### config.mk
export PLATFORM = sky130hd
export DESIGN_NAME = gf3_queue
export DESIGN_NICKNAME = d
export VERILOG_FILES = /design/src/gf3_pkg.sv /design/src/gf3_queue.sv
export SDC_FILE = /design/constraint.sdc
export NUM_CORES = 1
export LEC_CHECK = 0
export ABC_AREA = 1
export ABC_CLOCK_PERIOD_IN_PS = 6100
export BUFFER_PORTS_ARGS = -buffer_cell sky130_fd_sc_hd__buf_2
export CORE_MARGIN = 4
export CORE_UTILIZATION = 61
export DETAILED_ROUTE_END_ITERATION = 10
export GPL_TIMING_DRIVEN = 0
export PLACE_DENSITY = 0.84
export REMOVE_ABC_BUFFERS = 1
export SYNTH_ARGS = -nofsm -noshare
export SYNTH_HDL_FRONTEND = slang
export SYNTH_SLANG_ARGS = --single-unit
### constraint.sdc
create_clock -name clock -period 6.1 [get_ports clock]
set_input_delay 0.305 -clock clock [delete_from_list [all_inputs] [get_ports clock]]
set_output_delay 0.305 -clock clock [all_outputs]
set_load 0.02 [all_outputs]
### src/gf3_pkg.sv
// Shared types and constants for the 3x3 RGB Gaussian filter.
`timescale 1ns / 1ps
package gf3_pkg;

   localparam int DIM_W      = 11;
   localparam int ROW_W      = DIM_W + 1;
   localparam int WT_W       = 16;
   localparam int CH_W       = 8;
   localparam int PIX_W      = 3 * CH_W;
   localparam int COL_W      = 13;
   localparam int NTAPS      = 9;
   localparam int TAP_CENTER = 4;
   localparam int CSR_IDX_W  = 3;
   localparam int CSR_DATA_W = 16;
   localparam int Q_DEPTH    = 4;
   localparam int Q_PTR_W    = 2;
   localparam int SUM_W      = 12;

   localparam logic [CSR_IDX_W-1:0] REG_WIDTH  = 3'd0;
   localparam logic [CSR_IDX_W-1:0] REG_HEIGHT = 3'd1;
   localparam logic [CSR_IDX_W-1:0] REG_CENTER = 3'd2;
   localparam logic [CSR_IDX_W-1:0] REG_EDGE   = 3'd3;
   localparam logic [CSR_IDX_W-1:0] REG_CORNER = 3'd4;

   typedef struct packed {
      logic [PIX_W-1:0] px;
      logic [COL_W-1:0] col;
      logic             has_out;
      logic             last;
      logic [NTAPS-1:0] mask;
   } q_entry_type;

   typedef struct packed {
      logic full;
      logic empty;
   } q_status_type;

   typedef struct packed {
      logic             push;
      logic [ROW_W-1:0] in_row;
      logic [DIM_W-1:0] out_row;
   } front_status_type;

endpackage

### src/gf3_queue.sv
// Short FIFO between the front end and the filter datapath.
`timescale 1ns / 1ps
module gf3_queue import gf3_pkg::*; (
   input  logic         clock,
   input  logic         reset,
   input  logic         push_valid,
   input  q_entry_type  push_data,
   output logic         push_ready,
   output logic         pop_valid,
   output q_entry_type  pop_data,
   input  logic         pop_ready,
   output q_status_type status
);

   q_entry_type        store_ff [Q_DEPTH];
   logic [Q_PTR_W-1:0] wr_ptr_ff, rd_ptr_ff;
   logic [Q_PTR_W:0]   count_ff, count_in;
   logic               do_push, do_pop;

   assign push_ready = count_ff != (Q_PTR_W+1)'(Q_DEPTH);
   assign pop_valid  = count_ff != '0;
   assign do_push    = push_valid && push_ready;
   assign do_pop     = pop_valid && pop_ready;
   assign pop_data   = store_ff[rd_ptr_ff];

   always_comb begin
      count_in = count_ff;
      if (do_push && !do_pop) count_in = count_ff + (Q_PTR_W+1)'(1);
      else if (!do_push && do_pop) count_in = count_ff - (Q_PTR_W+1)'(1);
   end

   always_ff @(posedge clock) begin
      if (reset) begin
         wr_ptr_ff <= '0;
         rd_ptr_ff <= '0;
         count_ff  <= '0;
      end else begin
         if (do_push) wr_ptr_ff <= wr_ptr_ff + Q_PTR_W'(1);
         if (do_pop) rd_ptr_ff <= rd_ptr_ff + Q_PTR_W'(1);
         count_ff <= count_in;
      end
   end

   always_ff @(posedge clock) begin
      if (do_push) store_ff[wr_ptr_ff] <= push_data;
   end

   assign status.full  = !push_ready;
   assign status.empty = !pop_valid;

endmodule

* Word-level counts from Yosys, hierarchy flattened
Memories as Yosys holds them, arrays and structs flattened. A register that Yosys moved wholly into a read port is not among the register bits.
Cells that the tools add are included.
** Word-level totals
- Bits in writable memories :: 192
- Register bits :: 7
- Memories :: 1
- Input bits :: 52
- Word-level logic and storage cells :: 25
** Memories
- store_ff :: depth 4, width 48, rd ports 1, clocked after memory_dff 1, write ports 1, RTL line gf3_queue.sv:15 : q_entry_type store_ff [Q_DEPTH];
** Cells by class
- Mux-type cells :: 6
- Add/sub/neg operators :: 4
- Eq/ne operators :: 1
- Reductions and logical operators :: 10
** Operators with widths (count)
- $mux W3 :: 2
- $add A2 B1 Y2 const B :: 2
- $logic_and A1 B1 Y1 :: 4
- $logic_not A1 Y1 :: 4
- $mux W2 :: 2
- $add A3 B1 Y3 const B :: 1
- $ne A3 B3 Y1 const B :: 1
- $reduce_bool A3 Y1 :: 1
- $sub A3 B1 Y3 const B :: 1
- $mux W1 :: 2
- $reduce_bool A2 Y1 :: 1

* Longest topological paths before layout
Gate-level depths: netlist (run 1).
- Depth in word-level cells :: 6
- Mapped depth :: 13
- Gate-level depth less buffers :: 13

* Worst setup path after synthesis (run 1)
No wires, ideal clock.
- Path kind :: register -> register
- Start point :: register count_ff[0]
- End point :: memory store_ff[0][0] (netlist bit), enable pin
- Arrival time :: 2.860 ns
- Data required time :: 5.646 ns
- Path slack :: 2.786 ns
- Cell stages (with the launch flop) :: 5
- Path through :: dfxtp_1 nor2_1 nand2_1 nand2_1 nor2_1
** Between the ends
- Word-level cells in the longest chain between the ends :: 4
** RTL lines
- start: declaration :: RTL line gf3_queue.sv:17 : logic [Q_PTR_W:0] count_ff, count_in;
- start signal: assignment :: RTL line gf3_queue.sv:40 : count_ff <= count_in;
- $ne A3 B3 Y1 :: RTL line gf3_queue.sv:20 : assign push_ready = count_ff != (Q_PTR_W+1)'(Q_DEPTH);
- via push_ready :: RTL line gf3_queue.sv:8 : output logic push_ready,
- $logic_and A1 B1 Y1 :: RTL line gf3_queue.sv:22 : assign do_push = push_valid && push_ready;
- $mux W1 :: RTL line gf3_queue.sv:45 : if (do_push) store_ff[wr_ptr_ff] <= push_data;
- $mux W1 (not written as such) :: RTL line gf3_queue.sv:45
- end: declaration :: RTL line gf3_queue.sv:15
The timed path passes the listed nets, and every way through them passes these cells.

==> impl_metrics.toml, run 1 <==
[power_and_ir_drop]
p_per_area_nw_per_um2 = 436
clockPowerShare_pct = 29.1
p_switching_w = 0.00124
finalPower_w = 0.00388
p_int_w = 0.00264
combPwrFrac_pct = 24.9
swShare_pct = 32.0
p_leak_nw = 3.17
p_seq_share_pct = 46.0
peakVddDrop_mv = 0.512

[drt]
drt_iter0_drc = 470
wl_per_cell_um = 18.5
vias = 4676
ant_nets = 0
drc = 0
routed_wl_um = 15100
first_pass_iters = 6
viasPerCell = 5.73

[sta]
final_max_slew_viol_count = 0
max_slew_margin_pct = 31.9
fin_crit_ps = 2960
worst_pin_slew_ps = 1020
rsz0062_at_grt = "no"
timing.final.crit_share_pct = 48.5
setup_viol = 0
setup-tns-final_ps = 0
worst_clock_skew_ps = 4.76
fmax_mhz = 338
final_hold_viol_count = 0

[critical_path]
cp_max_fo = 97
reg2reg_depth = 9
cp.required_ps = 5790
endpoint_kind = "output port"
crit_arrival_ps = 2650
path_class = "flip-flop to output port"
worst_setup_path_start_kind = "flip-flop"

[finish]
final_cell_mix = "edfxtp_1, buf_2, nor2_1, o21ai_0, o22ai_1"
syn_to_final_growth_pct = 16.2
final_common_cell = "edfxtp_1"
drive_gt1_share_pct = 23.8
diodes = 0
fillers = 780
nets = 692

[placement]
portBuffers = 103
gp_congestion = 0.757
dp_hpwl_um = 8430

[synthesis]
seq_area_frac_synth_pct = 77.6
ys_types = 24
async_reset_ff_share_pct = 0
ys.flop_type = "edfxtp_1"
synth_area_sq_um = 7660
synth_warnings = 0
postSynthAreaPerCell_sq_um = 14.3
synth-seq-cells = 201
syn-instance-count = 535
synth_enable_flop_cells = 192

[global_route]
grt_pass1_vias = 4550
grt_use_total_pct = 20.0
antenna_found_initial = 0
grt_start_max_net_pins = 98
grt_first_pass_wirelength_um = 22800
overflow = 0

[floorplan]
die_w_um = 120
rows = 40
core_sq_um = 12200
die-area_sq_um = 14400
ioPinCount = 104
initial_core_util_pct = 63.0
dieHeight_um = 120

[worst_hold_path]
worstHoldPathType = "input port to flip-flop"
min_path_cells = 1

[clock_network]
cts_buffers = 20
cts-resized-gates = 0
cts_tree = "done"
clkSinkCount = 201
clockRootBuffer = "clkbuf_16"
h-tree-depth = 1
clk_pin_slew_ps = 60
cts_buffer_depth = 3
hold_buffers = 0
clock_latency_ps = 470
post_cts_buffers = 0

[outcome]
status = "complete, no violations"

[flow_run]
drv_cap = 0
==> power by group through the flow <==
| stage | combinational (W) | clock [W] | sequential [W] |
|---|---|---|---|
| after floorplan | 0.000603 | 0 | 0.00179 |
| after global placement | 0.000897 | 0 | 0.00183 |
| after detailed placement | 0.000970 | 0 | 0.00182 |
| after CTS | 0.000972 | 0.00115 | 0.00179 |
| after global routing | 0.00105 | 0.00121 | 0.00180 |
| final | 0.000967 | 0.00113 | 0.00179 |
==> worst paths after layout <==
check	startpoint	to	slack, ps
hold reg to reg	rd_ptr_ff[0]	flip-flop	500
setup reg to reg	count_ff[0]	count_ff[1]	3740
setup / recovery	flip-flop	pop_data[14]	3140
hold / removal	push_data[35]	store_ff[2][35]	40
==> critical path, stage by stage (launching register included) <==
cell	delay [ps]
dfxtp_4	960
inv_6	450
o21ai_0	340
o22ai_1	140
buf_2	180
==> kinds of logic (layout without fill, tap and decap cells) <==
family / count (synthesis) / after routing / synth area share, %
flip-flops: 201 / 201 / 77.6
AO/OA/AOI/OAI: 148 / 148 / 10.4
AND/OR/NAND/NOR: 130 / 130 / 6.81
buffers and inverters: 49 / 162 / 3.98
adder cells (fa/ha/maj): 6 / 6 / 1.08
XOR/XNOR: 1 / 1 / 0.114
==> flip-flops by register name (all words and copies together), names as in the netlist, named ones only <==
name and cells:
rd_ptr_ff 2, count_ff 3, store_ff 192, wr_ptr_ff 2
==> final cells by class <==
cell class	count	area (sq um)	area share (%)
clock buffer	22	529	5.94
clock inverter	14	86.3	0.969
inverter	18	72.6	0.815
multi-input combinational	285	1440	16.2
sequential	201	5950	66.8
tap	168	210	2.36
timing repair buffer	108	616	6.91
==> cells in the mapped netlist (2+ instances only) <==
cell type / count / area share [%]
dfxtp_1: 9 / 2.4
o22ai_1: 48 / 3.9
clkbuf_1: 4 / 0.20
o21ai_0: 88 / 5.7
nor2_2: 10 / 0.82
buf_6: 6 / 0.88
o21ai_1: 9 / 0.59
buf_2: 8 / 0.52
edfxtp_1: 192 / 75
nor2_1: 100 / 4.9
clkbuf_4: 2 / 0.20
nand2_1: 15 / 0.73
buf_12: 2 / 0.52
inv_1: 16 / 0.78
clkbuf_2: 5 / 0.33
a21oi_1: 3 / 0.20
ha_1: 5 / 0.82
nand3_1: 4 / 0.26
buf_4: 4 / 0.39
==> metal layers <==
layer	global-route usage (%)	vias up	share of wire (%)	wire, um
met2	33.2	186	49	7330
met3	4.67	17	8.4	1270
met4	4.72	0	0.83	125
li1	-	2176	-	-
met1	27.3	2297	42	6350
met5	0	-	0	0
==> per-stage QoR <==
step | setup slack [ps] | utilization (%) | cells | instance area [sq um] | hold slack (ps)
2_1_floorplan | 2790 | - | 504 | 7430 | 374
3_3_place_gp | 1370 | 67.1 | 775 | 8160 | 480
3_5_place_dp | 3650 | 68.2 | 780 | 8290 | 487
4_1_cts | 3150 | 73.3 | 816 | 8910 | 27.4
5_1_grt | 2890 | 73.3 | 816 | 8910 | 29.9
6_report | 3140 | 73.3 | 816 | 8910 | 42.8
No activity file was read; power rests on OpenSTA's default activity.
==> run 2, diff against run 1 <==
Settings changed: ABC_CLOCK_PERIOD_IN_PS 6100 to 2500, CORE_UTILIZATION 61 to 51, PLACE_DENSITY 0.84 to 0.75.
Clock period 6.1 ns to 2.5 ns, I/O delays scaled along.
==> impl_metrics.toml, run 2 (synthesis results as in run 1) <==
[outcome]
status = "complete, no violations"

[drt]
viasPerCell = 5.61
vias = 4984
routed_wl_um = 17200
ant_nets = 0
drc = 0
wl_per_cell_um = 19.3
drt_iter0_drc = 363
first_pass_iters = 4

[sta]
max_slew_margin_pct = 53.5
fmax_mhz = 427
worst_clock_skew_ps = 8.72
worst_slack_ps = 156
final_max_slew_viol_count = 0
timing.final.crit_share_pct = 93.8
setup-tns-final_ps = 0
setup_viol = 0
worst_pin_slew_ps = 695
fin_crit_ps = 2340
final_hold_viol_count = 0

[clock_network]
clk_pin_slew_ps = 60
cts_tree = "done"
clock_latency_ps = 480
cts_buffers = 22
clkSinkCount = 201
h-tree-depth = 1
cts_buffer_depth = 3
clockRootBuffer = "clkbuf_16"

[critical_path]
cp.required_ps = 2870
cp_slowest_cell = "fa_1"
critPathBufInv = 2
worst_setup_path_start_kind = "flip-flop"
worstPathCellList = "nor2_1 -> nand2_1 -> nand2_1 -> inv_1 -> ha_1 -> inv_1 -> fa_1 -> o21ai_0 -> nor2_1"
endpoint_kind = "flip-flop"
cp_slowest_stage_delay_ps = 430
cp_top_family = "simple AND/OR/NAND/NOR gates"
cp_max_fo = 5
crit_arrival_ps = 2710
path_class = "flip-flop to flip-flop"

[placement]
dp_hpwl_um = 9670
portBuffers = 103
gp_congestion = 0.799
place_ws_ps = 243

[flow_run]
drv_cap = 0

[floorplan]
initial_core_util_pct = 52.3
core_sq_um = 14600
die-area_sq_um = 17100
die_w_um = 131
ioPinCount = 104
rows = 44
dieHeight_um = 131

[global_route]
grt_start_max_net_pins = 97
antenna_found_initial = 0
overflow = 0
grt_first_pass_wirelength_um = 25800
grt_use_total_pct = 19.5
grt_pass1_vias = 5174

[power_and_ir_drop]
swShare_pct = 31.6
p_per_area_nw_per_um2 = 1030
p_seq_share_pct = 42.7
p_switching_w = 0.00317
p_leak_nw = 3.50
finalPower_w = 0.0100
combPwrFrac_pct = 27.0
p_int_w = 0.00685
clockPowerShare_pct = 30.3
peakVddDrop_mv = 0.726

[finish]
nets = 752
reg_top3 = "store_ff: 192 flops, count_ff: 3 flops"
largest_reg_flops = 192
max_flop_register = "store_ff"
seqCellArea_sq_um = 5950
diodes = 0
final_cell_mix = "edfxtp_1, buf_2, nor2_1, o21ai_0, dlygate4sd3_1"
final_common_cell = "edfxtp_1"
drive_gt1_share_pct = 22.8
multi_input_area_sq_um = 1440
syn_to_final_growth_pct = 26.6
fillers = 996

[worst_hold_path]
worstHoldPathType = "input port to flip-flop"
## run 2: cell types whose count changed in the layout (fill, tap and decap cells not counted), moves of 2 or more
cell,delta
clkinv_1,-5
clkinv_2,-2
buf_16,+9
buf_12,-3
dlygate4sd3_1,+52
clkbuf_16,+2
clkbuf_1,+3
## run 2: layer usage
metal  vias to the layer above  wire length [um]  track usage, %  share of wire, %
li1                       2302                 -               -                 -
met1                      2496              7130            23.8                42
met2                       164              8720            35.3                51
met3                        22              1030            3.94               6.0
met4                         0               286            5.38               1.7
met5                         -                 0               0                 0
## run 2: through the flow
step                utilization [%]  instance area (sq um)  cells  hold WS [ps]
detailed placement             57.9                   8480    801           342
global route                   66.3                   9710    889           383
floorplan                         -                   7430    504           194
global placement               55.8                   8180    791           333
finish                         66.3                   9710    889           391
CTS                            66.1                   9680    888           374
## run 2: area by class of cell
cell class | instances | area share (%)
tap | 184 | 2.37
sequential | 201 | 61.3
multi-input combinational | 285 | 14.9
timing repair buffer | 166 | 13.6
clock buffer | 27 | 6.08
clock inverter | 8 | 0.902
inverter | 18 | 0.825
## run 2: what timing repair did
| item | CTS | global route |
|---|---|---|
| resized for setup | 2 | 1 |
| setup endpoints to repair | 48 | 33 |
| endpoints found under the hold margin | 199 | 0 |
| cloned | 0 | 0 |
| pin swaps | 0 | 0 |
| hold buffers | 52 | 0 |
| buffers inserted | 0 | 1 |
## run 2: final timing paths
path / endpoint / slack, ps / depth (start not counted) / start
setup / recovery: count_ff[1] / 160 / 9 / count_ff[1]
hold / removal: store_ff[1][15] / 390 / 2 / push_data[15]
setup reg to reg: count_ff[1] / 160 / 9 / count_ff[1]
hold reg to reg: rd_ptr_ff[0] / 530 / 2 / rd_ptr_ff[0]
## run 2: power groups by stage
stage          Sequential, W  Clock (W)  Combinational, W
2_1_floorplan        0.00437          0           0.00147
3_3_place_gp         0.00448          0           0.00221
3_5_place_dp         0.00438          0           0.00256
4_1_cts              0.00431    0.00311           0.00265
5_1_grt              0.00431    0.00327           0.00293
6_report             0.00428    0.00304           0.00270
==> run 3, diff against run 2 <==
Settings changed: BUFFER_PORTS_ARGS -buffer_cell sky130_fd_sc_hd__buf_2 to default, CORE_UTILIZATION 51 to 56, DONT_BUFFER_PORTS from default to 1, PLACE_DENSITY 0.75 to 0.74.
==> impl_metrics.toml, run 3 (synthesis results as in run 1) <==
[worst_hold_path]
min_delay_worst_endpoint = "wr_ptr_ff[0]"
worstHoldPathType = "input port to flip-flop"
min_path_cells = 4
hp-start = "push_valid"

[finish]
diodes = 0
max_flop_register = "store_ff"
syn_to_final_growth_pct = 17.7
design_area_sq_um = 9020
reg_top3 = "store_ff: 192 flops, count_ff: 3 flops"
drive_gt1_share_pct = 9.20
largest_reg_flops = 192
nets = 642
seqCellArea_sq_um = 5950
fillers = 891
final_cell_mix = "edfxtp_1, nor2_1, o21ai_0, dlygate4sd3_1, o22ai_1"
final_common_cell = "edfxtp_1"
utilization_pct = 67.6
multi_input_area_sq_um = 1460

[global_route]
grt_pass1_vias = 4558
overflow = 0
grt_use_total_pct = 18.7
grt_start_max_net_pins = 97
grt_first_pass_wirelength_um = 23500
antenna_found_initial = 0

[sta]
fmax_mhz = 423
worst_pin_slew_ps = 962
setup_viol = 0
final_hold_viol_count = 0
rsz0062_at_grt = "no"
timing.final.crit_share_pct = 94.7
max_slew_margin_pct = 35.7
worst_clock_skew_ps = 8.48
fin_crit_ps = 2370
setup-tns-final_ps = 0
final_max_slew_viol_count = 0
worst_slack_ps = 134

[floorplan]
ioPinCount = 104
die_w_um = 125
dieHeight_um = 125
core_sq_um = 13300
rows = 42
die-area_sq_um = 15600
initial_core_util_pct = 57.4

[power_and_ir_drop]
p_leak_nw = 3.02
finalPower_w = 0.00936
p_per_area_nw_per_um2 = 1040
peakVddDrop_mv = 0.721

[drt]
met3_length_um = 1050
wl_per_cell_um = 19.2
first_pass_iters = 4
viasPerCell = 5.76
vias = 4458
met1_length_um = 5770
routed_wl_um = 14800
drc = 0
drt_iter0_drc = 357
met2_length_um = 7710
ant_nets = 0
highest_layer = "met4"

[critical_path]
crit_arrival_ps = 2240
path_class = "flip-flop to output port"
cp.required_ps = 2380
cp_max_fo = 96
cp_slowest_stage_delay_ps = 490
worstPathCellList = "buf_16 -> inv_12 -> o21ai_0 -> o22ai_1"
worst_setup_path_start_kind = "flip-flop"
r2r_slack_ps = 270
r2r_start = "count_ff[1]"
endpoint_kind = "output port"
reg2reg_depth = 5
cp_slowest_cell = "dfxtp_4"
r2r-end = "store_ff[3][18]"

[clock_network]
cts_buffer_depth = 3
post_cts_buffers = 0
clockRootBuffer = "clkbuf_16"
clkSinkCount = 201
clock_latency_ps = 470
cts_buffers = 20
clk_pin_slew_ps = 60
cts_tree = "done"
h-tree-depth = 1

[placement]
place_ws_ps = -23.2
portBuffers = 0
place_area_sq_um = 7820
dp_hpwl_um = 8240
gp_congestion = 0.723

[outcome]
status = "complete, no violations"

[flow_run]
drv_cap = 0
[run 3: metrics by stage]
stage               instances  hold slack, ps
finish                    774            94.0
global route              774             123
CTS                       774            79.3
detailed placement        686             187
global placement          680             196
floorplan                 504             194
[run 3: how the worst max path moves through the flow]
stage,cells after the start,to,startpoint
finish,4,pop_data[11],flip-flop
global route,4,pop_data[8],flip-flop
CTS,4,pop_data[19],flip-flop
detailed placement,5,store_ff[3][21],count_ff[0]
global placement,4,store_ff[2][0],count_ff[0]
floorplan,4,store_ff[0][0],count_ff[0]
[run 3: worst max-delay path: cells and delay by family (launching register included)]
kind	cells	cell delay (ps)
AO/OA/AOI/OAI	2	610
flip-flops	1	490
buffers and inverters	2	560
[run 3: cell type report]
class,instances,share of cell area (%)
clock buffer,28,6.23
clock inverter,8,0.957
inverter,18,0.916
multi-input combinational,285,16.2
sequential,201,66.0
tap,176,2.44
timing repair buffer,58,7.27
[run 3: what timing repair did]
| item | CTS | global route |
|---|---|---|
| setup endpoints to repair | 66 | 66 |
| hold buffers | 52 | 0 |
| resized for setup | 4 | 4 |
| endpoints found under the hold margin | 201 | 0 |
[run 3: routing by layer]
layer | track usage [%] | vias to the layer above
li1 | - | 2079
met1 | 23.0 | 2184
met4 | 5.36 | 0
met5 | 0 | -
met3 | 4.31 | 26
met2 | 33.4 | 169
[run 3: where the power goes]
part	switching (W)	leakage [nW]	internal [W]
sequential	0.000192	1.83	0.00410
combinational	0.00165	0.868	0.000528
clock	0.00112	0.318	0.00177
total	0.00296	3.02	0.00640
